**config.mk**
```make
export PLATFORM = sky130hd
export DESIGN_NAME = ppa_ram
export DESIGN_NICKNAME = d
export VERILOG_FILES = /design/src/rtl/ppa_ram.sv
export SDC_FILE = /design/constraint.sdc
export NUM_CORES = 2
export LEC_CHECK = 0
export BUFFER_PORTS_ARGS = -buffer_cell sky130_fd_sc_hd__buf_2
export CORE_ASPECT_RATIO = 2
export CORE_MARGIN = 2
export CORE_UTILIZATION = 40
export DETAILED_ROUTE_END_ITERATION = 8
export GPL_TIMING_DRIVEN = 0
export PLACE_DENSITY_LB_ADDON = 0.08
export SYNTH_ARGS = -nofsm -noshare
export SYNTH_HDL_FRONTEND = slang
export SYNTH_SLANG_ARGS = --single-unit
```
**constraint.sdc**
```tcl
create_clock -name clk -period 3.6 [get_ports clk]
set_input_delay 0.36 -clock clk [delete_from_list [all_inputs] [get_ports clk]]
set_output_delay 0.36 -clock clk [all_outputs]
set_load 0.02 [all_outputs]
```
**src/rtl/ppa_ram.sv**
```systemverilog
// ppa_ram: generic single-port RAM, one write or read per cycle, registered read data.
// No dependencies.
`timescale 1ns / 1ps

module ppa_ram #(
	parameter int WIDTH = 8,
	parameter int DEPTH = 256
) (
	input  logic                     clk,
	input  logic                     we,
	input  logic [$clog2(DEPTH)-1:0] addr,
	input  logic [WIDTH-1:0]         wdata,
	output logic [WIDTH-1:0]         rdata
);

	logic [WIDTH-1:0] mem [DEPTH];

	always_ff @(posedge clk) begin
		if (we) begin
			mem[addr] <= wdata;
		end
		rdata <= mem[addr];
	end

endmodule

```
==> impl_metrics.tcl <==
set metrics [dict create \
    outcome "finished with violations" \
    violations "negative hold slack, negative setup slack" \
    vdd_drop_max_mv 0.472 \
    cp.arrival_ps 4190 \
    finalWorstSetupSlack_ps -117 \
    worst_clock_skew_ps 28.7 \
    clockBufferDepth 4 \
    grt_max_degree 145 \
    ys_seq_elements 2056 \
    core_region_area_um2 196000 \
    ant_nets 0 \
    grt_pass1_wl_um 321000 \
    drt-initial-drc-count 4145 \
    fin_hold_ws_ps -18.1 \
    total_leakage_power_nw 26.8 \
    tns_ps -7090 \
    area_growth_pct 13.8 \
    synthSimpleGateAreaFrac_pct 1.73 \
    synth_cell_type_count 22 \
    cts_tree "yes" \
    routed_wl_um 234000 \
    hold_viol_final 6 \
    dieArea_um2 200000 \
    antenna_found_initial 15 \
    final-setup-viol-count 87 \
    mostFrequentLayoutCell "edfxtp_1" \
    wire_per_inst_um 36.0 \
    yosys.area.top_type "edfxtp_1" \
    synth_top_family_by_area "multiplexers" \
    start_kind "input port" \
    die_w_um 317 \
    clock_latency_ps 840 \
    cp_max_fo 10 \
    vias 38200 \
    die_h_um 630 \
    row_count 230 \
    powerDensity_nw_per_um2 552 \
    cts.sinks 2056 \
    grt_overflow 0 \
    synth-xor-area-share_pct 0 \
    slew_viol_final 0 \
    hp-class "input port to register" \
    maxClockFrequency_ghz 0.269 \
    place_congestion 0.941 \
    grt_pass1_vias 38900 \
    period_needed_ps 3720 \
    dp_hpwl_um 155000 \
    yosys.area_share.adder_pct 0 \
    htreeDepth 4 \
    layout-drive-gt1-share_pct 27.4 \
    synth_compound_area_share_pct 3.62 \
    yosysTopAreaCellShare_pct 78.3 \
    syn-cell-area_um2 78500 \
    synth_nets 3565 \
    muxShareOfSynthArea_pct 14.7 \
    syn_inst 3547 \
    crit_type "input port to register" \
    drv_cap 0 \
    fin_crit_sh_pct 103 \
    syn_area_per_cell_um2 22.1 \
    yosys_warnings 0 \
    path_clk_slew_ps 60 \
    via_per_inst 5.88 \
    nets 3810 \
    final_cell_mix "edfxtp_1 (2048), mux4_2 (512), a22oi_1 (256)" \
    numCtsBuffers 191 \
    postCtsSetupBuffers 0 \
    io_buffers 21 \
    boundaryPins 26 \
    root_buffer "clkbuf_16" \
    power_mw 49.3 \
    start_util_pct 40.1 \
    first_pass_iters 8 \
    drc 0 \
    grt_setup_unrepaired "yes" \
    synth_area_leaders "edfxtp_1 (78%), mux4_2 (15%), a22oi_1 (2.4%)" \
    fill_cells 16500 \
    gr-usage-all-layers_pct 23.5 \
    worstPathRequired_ps 4070 \
    yosysSeqAreaShare_pct 78.6 \
    worst_setup_path_end_kind "register" \
    slew_headroom_pct 7.88 \
    tightest_slew_ps 1370 \
]
[logic make-up (layout without fill, tap and decap cells)]
kind of cell    Yosys count  count (layout)
compound gates          416             416
buf+inv                 233             622
flops                  2056            2056
mux                     512             512
other cells               0               7
simple gates            330             330
[synthesized netlist by cell type (all sizes together)]
library cell	instances
o41ai	32
nor2b	7
mux4	512
or2	2
buf	87
nand2	28
inv	1
or3	1
nor2	232
dfxtp	8
nand4	8
and2	3
nor3	30
clkbuf	145
edfxtp	2048
nand2b	6
nand3	13
a22oi	256
a21oi	128
[critical path, cell delays in order]
cell and delay [ps]:
buf_2 390, buf_4 390, buf_2 480, buf_2 390, nor2b_1 440, nand3_2 390
clkbuf_2 520, buf_16 310, nor2_2 450
[metal layers]
metal  track usage [%]  up-vias  wire (um)
li1                  -    15600          -
met1              31.3    20900      91500
met2              38.8     1370     116000
met3              3.52      354      14500
met4              9.51       10      11600
met5                 0        -         73
[layout make-up]
class | count | area (um^2) | share of cell area [%]
diodes | 7 | 17.5 | 0.0196
plain buffers | 229 | 1160 | 1.29
clock buffers | 228 | 5040 | 5.65
clock inverters | 109 | 1090 | 1.22
inverters | 1 | 3.75 | 0.00420
multi-input cells | 1258 | 16200 | 18.1
flip-flops and latches | 2056 | 61700 | 69.0
well taps | 2552 | 3190 | 3.58
repair buffers | 55 | 945 | 1.06
[worst paths after layout]
path	from	endpoint	slack, ps	cells past startpoint
max	addr[1]	mem[78][3]	-120	9
min	wdata[0]	mem[155][0]	-20	1
max reg2reg	mem[123][7]	rdata[7]	410	5
min reg2reg	mem[12][1]	rdata[1]	1010	5
[report_power, final]
part / internal [mW] / switching (mW)
Clock: 11.5 / 8.85
Combinational: 0.794 / 1.74
Sequential: 26.4 / 0.0253
Total: 38.7 / 10.6
[registers in the layout, indices dropped and copies added (netlist names)]
register and cells:
mem 2048, rdata 8
[stage by stage]
| step | util [%] | instances | worst slack, ps | hold slack (ps) | area (um^2) |
|---|---|---|---|---|---|
| after floorplan | - | 3547 | 1020 | 459 | 78500 |
| after global placement | 41.8 | 6120 | -2770 | 786 | 81800 |
| after detailed placement | 42.2 | 6150 | -2150 | 599 | 82700 |
| after CTS | 45.6 | 6488 | -74.6 | 5.94 | 89200 |
| after global routing | 45.6 | 6489 | -24.2 | 24.7 | 89300 |
| final | 45.6 | 6495 | -117 | -18.1 | 89300 |
[timing repair]
item | CTS | global route
resized for setup | 129 | 22
endpoints found under the setup margin | 1554 | 187
endpoints found under the hold margin | 67 | 0
hold buffers | 3 | 0
pin swaps | 0 | 0
(Power assumes the default switching activity.)
