**src/rtl/ppa_pkg.sv**
```systemverilog
// ppa_pkg: shared types, codes and helpers for the packed pixel palette access block.
// No dependencies.
`timescale 1ns / 1ps

package ppa_pkg;

	typedef enum logic [1:0] {
		ACT_READ,
		ACT_WR_RGB,
		ACT_WR_IDX,
		ACT_WR_PAL
	} act_t;

	typedef enum logic [1:0] {
		MODE_1BPP,
		MODE_4BPP,
		MODE_8BPP,
		MODE_24BPP
	} mode_t;

	typedef enum logic [3:0] {
		S_CLR,
		S_IDLE,
		S_CALC,
		S_MUL,
		S_CHK,
		S_R3,
		S_R3D,
		S_W3,
		S_PRD,
		S_PDAT,
		S_SEL,
		S_SRCH,
		S_PUT,
		S_PALRD,
		S_PALD,
		S_DONE
	} state_t;

	// search unit status towards the sequencer
	typedef struct packed {
		logic rd_en;
		logic done;
	} near_sts_t;

	localparam logic [1:0] STS_OK    = 2'd0;
	localparam logic [1:0] STS_RANGE = 2'd1;
	localparam logic [1:0] STS_DEPTH = 2'd2;

	localparam logic [1:0] CFG_MODE   = 2'd0;
	localparam logic [1:0] CFG_WIDTH  = 2'd1;
	localparam logic [1:0] CFG_HEIGHT = 2'd2;
	localparam logic [1:0] CFG_COLORS = 2'd3;

	localparam logic [12:0] RST_WIDTH  = 13'd256;
	localparam logic [12:0] RST_HEIGHT = 13'd256;
	localparam logic [8:0]  RST_COLORS = 9'd16;

	function automatic logic [7:0] abs_diff(input logic [7:0] a, input logic [7:0] b);
		abs_diff = (a > b) ? (a - b) : (b - a);
	endfunction

endpackage

```
**src/rtl/ppa_near.sv**
```systemverilog
// ppa_near: nearest palette colour search, one entry per cycle over the palette RAM.
// Depends on ppa_pkg.
`timescale 1ns / 1ps

module ppa_near import ppa_pkg::*; #(
	parameter int PALETTE_ENTRIES = 256
) (
	input  logic                               clk,
	input  logic                               arst_n,
	input  logic                               start,
	input  logic [8:0]                         n,
	input  logic [7:0]                         r,
	input  logic [7:0]                         g,
	input  logic [7:0]                         b,
	input  logic [23:0]                        pal_col,
	output logic [$clog2(PALETTE_ENTRIES)-1:0] pal_addr,
	output near_sts_t                          sts,
	output logic [7:0]                         best
);

	localparam int PAW = $clog2(PALETTE_ENTRIES);

	logic       busy_q;
	logic [8:0] cnt_q;
	logic [8:0] lim_q;
	logic       vld_s1;
	logic [7:0] idx_s1;
	logic [7:0] best_q;
	logic [9:0] bestd_q;
	logic [8:0] n_clamp;
	logic [8:0] n_lim;
	logic [9:0] sad;
	logic       issue;

	always_comb begin
		n_clamp = (n > 9'(PALETTE_ENTRIES)) ? 9'(PALETTE_ENTRIES) : n;
		n_lim   = (n_clamp == 9'd0) ? 9'd1 : n_clamp;
		sad     = 10'(abs_diff(pal_col[23:16], r)) + 10'(abs_diff(pal_col[15:8], g))
		        + 10'(abs_diff(pal_col[7:0], b));
		issue   = busy_q && (cnt_q < lim_q);
	end

	always_ff @(posedge clk or negedge arst_n) begin
		if (!arst_n) begin
			busy_q  <= 1'b0;
			cnt_q   <= '0;
			lim_q   <= 9'd1;
			vld_s1  <= 1'b0;
			bestd_q <= '1;
		end else if (start) begin
			busy_q  <= 1'b1;
			cnt_q   <= '0;
			lim_q   <= n_lim;
			vld_s1  <= 1'b0;
			bestd_q <= '1;
		end else if (busy_q) begin
			vld_s1 <= issue;
			if (issue) begin
				cnt_q <= cnt_q + 9'd1;
			end
			if (vld_s1 && (sad < bestd_q)) begin
				bestd_q <= sad;
			end
			if (!issue && !vld_s1) begin
				busy_q <= 1'b0;
			end
		end
	end

	// payload
	always_ff @(posedge clk) begin
		if (start) begin
			best_q <= '0;
		end else begin
			if (issue) begin
				idx_s1 <= cnt_q[7:0];
			end
			if (busy_q && vld_s1 && (sad < bestd_q)) begin
				best_q <= idx_s1;
			end
		end
	end

	assign pal_addr  = cnt_q[PAW-1:0];
	assign sts.rd_en = issue;
	assign sts.done  = busy_q && !issue && !vld_s1;
	assign best      = best_q;

endmodule

```
**config.mk**
```make
export PLATFORM = sky130hd
export DESIGN_NAME = ppa_near
export DESIGN_NICKNAME = d
export VERILOG_FILES = /design/src/rtl/ppa_pkg.sv /design/src/rtl/ppa_near.sv
export SDC_FILE = /design/constraint.sdc
export NUM_CORES = 1
export LEC_CHECK = 0
export BUFFER_PORTS_ARGS = -buffer_cell sky130_fd_sc_hd__buf_2
export CAP_MARGIN = 5
export CORE_MARGIN = 2
export CORE_UTILIZATION = 55
export CTS_BUF_LIST = sky130_fd_sc_hd__clkbuf_16
export CTS_CLUSTER_SIZE = 30
export DETAILED_ROUTE_END_ITERATION = 12
export GPL_TIMING_DRIVEN = 0
export PLACE_DENSITY = 0.78
export SLEW_MARGIN = 10
export SYNTH_ARGS = -nofsm -noshare
export SYNTH_HDL_FRONTEND = slang
export SYNTH_SLANG_ARGS = --single-unit
```
**constraint.sdc**
```tcl
create_clock -name clk -period 2.7 [get_ports clk]
set_input_delay 0.405 -clock clk [delete_from_list [all_inputs] [get_ports clk]]
set_output_delay 0.405 -clock clk [all_outputs]
set_load 0.005 [all_outputs]
```
==> flow_summary.toml, run 1 <==
[outcome]
status = "finished with violations"
violations = "setup timing"

[worst_setup_path]
crit_path_end_kind = "flop"
crit_slowest_cell = "fa_1"
r2r_end = "idx_s1[1]"
rr_worst_depth = 7
r2r_slack_ns = 0.20
cp_slowest_stage_delay_ns = 0.58
cp_common_cell = "a21o_1"
r2r_start = "cnt_q[1]"
path_max_fanout = 5
worstSetupPathType = "input port to flop"
worstPathRequired_ns = 2.92
startpoint_type = "input port"
cp_data_arrival_time_ns = 5.26

[timing]
fin_skew_ns = 0.00687
relSlewSlack = 0.484
slew_violations = 0
worst_pin_slew_ns = 0.774
rsz0062_at_grt = "yes"
setup_viol = 18
fmax_mhz = 199
fin_crit_ns = 5.04
final.period_utilization = 1.87
hold_viol = 0
setup_ws_ns = -2.34

[synthesis]
syn_inst = 539
synth-seq-cells = 46
synth.avg_cell_area_um2 = 8.97
syn_area_um2 = 4830
async_flop_share = 0.652
synth.distinct_cells = 62
ys.flop_type = "dfrtp_1"
syn_nets = 684
ys_seq_area_frac = 0.241
synth_warnings = 0
synth_edf_count = 8

[layout]
seqCellArea_um2 = 1170
drive_gt1_frac = 0.418
antennaDiodeCount = 0
final_common_cell = "inv_1"
multi_input_area_um2 = 3670
syn_to_final_growth_pct = 34.7
layout.nets = 819
finish.utilization = 0.754
fillers = 608
final_cell_mix = "79 x inv_1, 72 x buf_2, 60 x buf_4"
fin_cells = 783

[cts]
tritoncts = "done"
clk_pin_slew_ns = 0.06
cts.sinks = 46
cts_buffer_depth = 2
clock_latency_ns = 0.28
cts_made_buffers = 5
cts-htree-levels = 2
cts-root-buf = "clkbuf_16"

[die]
fp.dieW_um = 97.7
core_area_um2 = 8640
die_y_um = 97.7
start_util = 0.560
io_pins = 78
num_rows = 34
dieArea_um2 = 9550

[detailed_routing]
drtIter0Drc = 249
ant_nets = 0
routed_wl_um = 12200
drt_pass1_iterations = 5
wl_per_cell_um = 15.6
drc = 0
via_per_inst = 5.51
vias = 4311

[power]
peakVddDrop_mv = 0.623
leakage_nw = 3.31
power.density_nw_per_um2 = 876

[global_routing]
grt_overflow_total = 0
first_global_vias = 4402
grtUsageTotal = 0.244
grt_max_degree = 31
grt_pass1_wl_um = 19700
antenna_found_initial = 0

[place]
portBuffers = 75
place_ws_ns = -2.83
dp_cells = 722
place.gp.congestion = 0.847
dp.final_hpwl_um = 8560

[run]
cap_violations = 0

[min_path]
min_path_type = "input port to async pin"
routing by layer:
| layer | up-vias | routed length (um) | share of wire | track usage |
|---|---|---|---|---|
| met4 | 0 | 354 | 0.029 | 0.0823 |
| met2 | 106 | 6190 | 0.51 | 0.428 |
| met5 | - | 0 | 0 | 0 |
| met3 | 30 | 408 | 0.033 | 0.0336 |
| met1 | 2059 | 5270 | 0.43 | 0.310 |
| li1 | 2116 | - | - | - |
state kept, by name (all words and copies together) (netlist names):
name     cells
bestd_q     10
cnt_q        9
lim_q        9
best         8
idx_s1       8
busy_q       1
vld_s1       1
power breakdown:
group	internal [mW]	switching, mW
Combinational	2.15	2.05
Sequential	0.868	0.0635
Clock	0.334	0.241
critical path: cells and delay by family:
kind,cells,cell delay [ns]
compound gates,12,2.11
xor+xnor,1,0.14
simple gates,2,0.27
buf+inv,5,0.59
mux,1,0.25
fa+ha+maj,4,1.49
stage by stage:
| step | instance area (um2) | TNS (ns) | hold WS [ns] | total power [mW] |
|---|---|---|---|---|
| floorplan | 5040 | -37.98 | 0.109 | 3.01 |
| global placement | 5550 | -47.47 | 0.439 | 3.49 |
| detailed placement | 5550 | -49.86 | 0.440 | 3.59 |
| CTS | 6110 | -41.43 | 0.176 | 4.92 |
| global route | 6510 | -44.42 | 0.216 | 6.07 |
| finish | 6510 | -41.18 | 0.163 | 5.70 |
cell usage after synthesis, drive strengths merged (12+ instances only):
library cell / instances / area [um2]
a21o: 19 / 143
a21oi: 40 / 200
buf: 21 / 148
dfrtp: 19 / 475
fa: 15 / 300
ha: 70 / 876
inv: 90 / 340
mux2: 12 / 139
mux2i: 12 / 120
nand2: 32 / 128
nand4: 12 / 75.1
nor2: 21 / 78.8
o21ai: 16 / 95.1
xnor2: 12 / 105
xor2: 12 / 105
how the worst max path moves through the flow:
stage                            from         end  slack, ns  cells after the start
final                            g[5]  bestd_q[3]      -2.34                     25
after CTS                 pal_col[16]  bestd_q[3]      -2.33                     26
after floorplan           pal_col[16]  bestd_q[3]      -2.14                     24
after global placement           r[5]  bestd_q[3]      -2.68                     25
after detailed placement         r[5]  bestd_q[3]      -2.83                     25
after global routing             b[2]  bestd_q[3]      -2.50                     25
cell families after synthesis:
family | after synthesis | synth area share
AOI/OAI and AO/OA | 135 | 0.197
buffers and inverters | 118 | 0.106
and+or+nand+nor | 107 | 0.115
adders and majority gates | 85 | 0.243
DFF | 46 | 0.241
xor gates and xnor gates | 24 | 0.0435
muxes | 24 | 0.0536
repair_timing:
item	in CTS	in global routing
setup endpoints to repair	19	20
hold buffers	0	0
gates resized for setup	36	54
pin swaps	24	40
buffers inserted	34	20
gates cloned	2	0
final cells by class:
class / count / share of cell area
inverters: 90 / 0.0538
multi-input cells: 376 / 0.564
clock buffers: 5 / 0.0192
flip-flops and latches: 46 / 0.180
plain buffers: 25 / 0.0323
clock inverters: 3 / 0.00192
repair buffers: 130 / 0.129
well taps: 108 / 0.0208
(Power assumes the default switching activity.)
==> run 2: changes to the inputs <==
--- a/config.mk
+++ b/config.mk
@@ -7,6 +7,7 @@
 export LEC_CHECK = 0
 export BUFFER_PORTS_ARGS = -buffer_cell sky130_fd_sc_hd__buf_2
 export CAP_MARGIN = 5
+export CORE_ASPECT_RATIO = 1.1
 export CORE_MARGIN = 2
 export CORE_UTILIZATION = 55
 export CTS_BUF_LIST = sky130_fd_sc_hd__clkbuf_16
==> flow_summary.toml, run 2 (synthesized netlist as in run 1, its figures left out) <==
[timing]
final.period_utilization = 1.89
setup_viol = 18
relSlewSlack = 0.533
worst_pin_slew_ns = 0.700
fin_crit_ns = 5.11
fmax_mhz = 196
rsz0062_at_grt = "yes"
setup_ws_ns = -2.41
slew_violations = 0
hold_viol = 0
fin_skew_ns = 0.00304

[worst_setup_path]
crit_path_end_kind = "flop"
cp_data_arrival_time_ns = 5.33
cp_slowest_stage_delay_ns = 0.51
path_max_fanout = 5
worstSetupPathType = "input port to flop"
startpoint_type = "input port"
worstPathRequired_ns = 2.91
r2r_slack_ns = 0.21
crit_slowest_cell = "fa_1"
cp_cell_sequence = "buf_2 > inv_1 > ha_4 > buf_6 > a211oi_4 > o21bai_2 > o21ai_4 > buf_6 > mux2_2 > a21oi_1 > xor2_1 > fa_1 > inv_1 > ha_1 > or3_1 > o22ai_2 > xor2_2 > ha_1 > a21o_1 > a211oi_2 > or2_4 > o31ai_4 > clkbuf_8 > a2bb2oi_2"

[detailed_routing]
via_per_inst = 5.50
vias = 4226
wl_per_cell_um = 15.1
drtIter0Drc = 222
drc = 0
drt_pass1_iterations = 4
ant_nets = 0
routed_wl_um = 11600

[die]
num_rows = 35
dieArea_um2 = 9550
io_pins = 78
fp.dieW_um = 93.4
die_y_um = 102
core_area_um2 = 8450
start_util = 0.572

[global_routing]
grt_overflow_total = 0
grtUsageTotal = 0.241
antenna_found_initial = 0
grt_max_degree = 31
first_global_vias = 4130
grt_pass1_wl_um = 18700

[cts]
cts_buffer_depth = 2
cts.sinks = 46
cts_made_buffers = 5
clock_latency_ns = 0.28
tritoncts = "done"
cts_hold_repair.buffers = 0
cts-root-buf = "clkbuf_16"
cts-htree-levels = 2
clk_pin_slew_ns = 0.06

[layout]
antennaDiodeCount = 0
reg_top3 = "bestd_q: 10 flops, cnt_q: 9 flops, lim_q: 9 flops"
final_common_cell = "inv_1"
final_cell_mix = "81 x inv_1, 72 x buf_2, 56 x ha_1"
drive_gt1_frac = 0.378
fin_cells = 769
layout.nets = 802
fillers = 599
finish.utilization = 0.742
syn_to_final_growth_pct = 29.8
largest_reg_flops = 10
top_register = "bestd_q"

[power]
internal_power_mw = 2.84
leakage_nw = 3.22
p_sw_mw = 2.13
sequentialPowerShare = 0.186
swShare = 0.428
power.density_nw_per_um2 = 793
pwr-share-comb = 0.692
p_total_mw = 4.97
pwr-share-clk = 0.122
peakVddDrop_mv = 0.518

[min_path]
min_path_type = "input port to async pin"

[outcome]
violations = "setup timing"
status = "finished with violations"

[place]
place.gp.congestion = 0.884
dp.final_hpwl_um = 8370
place_ws_ns = -2.84
dp_cells = 725
portBuffers = 75

[run]
cap_violations = 0
run 2: changes by cell type in the layout (fill, tap and decap cells not counted), sizes merged:
| cell | previous run | this run |
|---|---|---|
| buf | 148 | 131 |
| clkinvlp | 0 | 1 |
| inv | 91 | 90 |
run 2: worst paths after layout:
| path | from | endpoint | depth (start not counted) |
|---|---|---|---|
| min reg2reg | idx_s1[4] | best[4] | 1 |
| max | b[5] | bestd_q[7] | 24 |
| max reg2reg | cnt_q[1] | idx_s1[7] | 7 |
| min in group clk | n[2] | lim_q[2] | 3 |
| max in group asynchronous | arst_n | cnt_q[6] | 1 |
| min | arst_n | cnt_q[0] | 1 |
run 2: per-layer routing:
metal	up-vias	global-route usage	share of wire
met1	2036	0.290	0.42
met5	-	0	0
met2	100	0.467	0.54
li1	2079	-	-
met3	11	0.0214	0.036
met4	0	0.0475	0.011
run 2: critical path: cells and delay by family:
family                   cells  cell delay, ns
adder cells (fa/ha/maj)      4            1.23
AO/OA/AOI/OAI                9            1.66
buffers and inverters        6            0.73
AND/OR/NAND/NOR              2            0.60
XOR/XNOR                     2            0.36
multiplexers                 1            0.33
run 2: layout make-up:
type,instances,area [um2],share of cell area
multi-input cells,376,3570,0.568
flip-flops and latches,46,1170,0.186
repair buffers,112,693,0.110
inverters,90,350,0.0558
plain buffers,26,209,0.0333
well taps,111,139,0.0221
clock buffers,5,125,0.0199
clock inverters,3,21.3,0.00339
run 2: through the flow:
step	area [um2]	hold WS [ns]	setup TNS, ns
floorplan	5040	0.109	-37.98
global placement	5550	0.440	-47.51
detailed placement	5550	0.447	-50.37
CTS	6070	0.183	-40.60
global route	6270	0.200	-45.96
finish	6270	0.159	-42.85
run 2: power groups by stage:
stage	Clock [mW]	Combinational, mW	Sequential [mW]
after CTS	0.608	3.03	0.927
after global routing	0.644	3.74	0.943
after detailed placement	0	2.67	0.939
after floorplan	0	2.08	0.929
final	0.606	3.44	0.927
after global placement	0	2.55	0.933
run 2: what timing repair did:
action	4_1_cts	5_1_grt
gates cloned	2	0
setup endpoints to repair	19	19
pin swaps	30	29
resized for setup	41	23
setup buffers	27	9
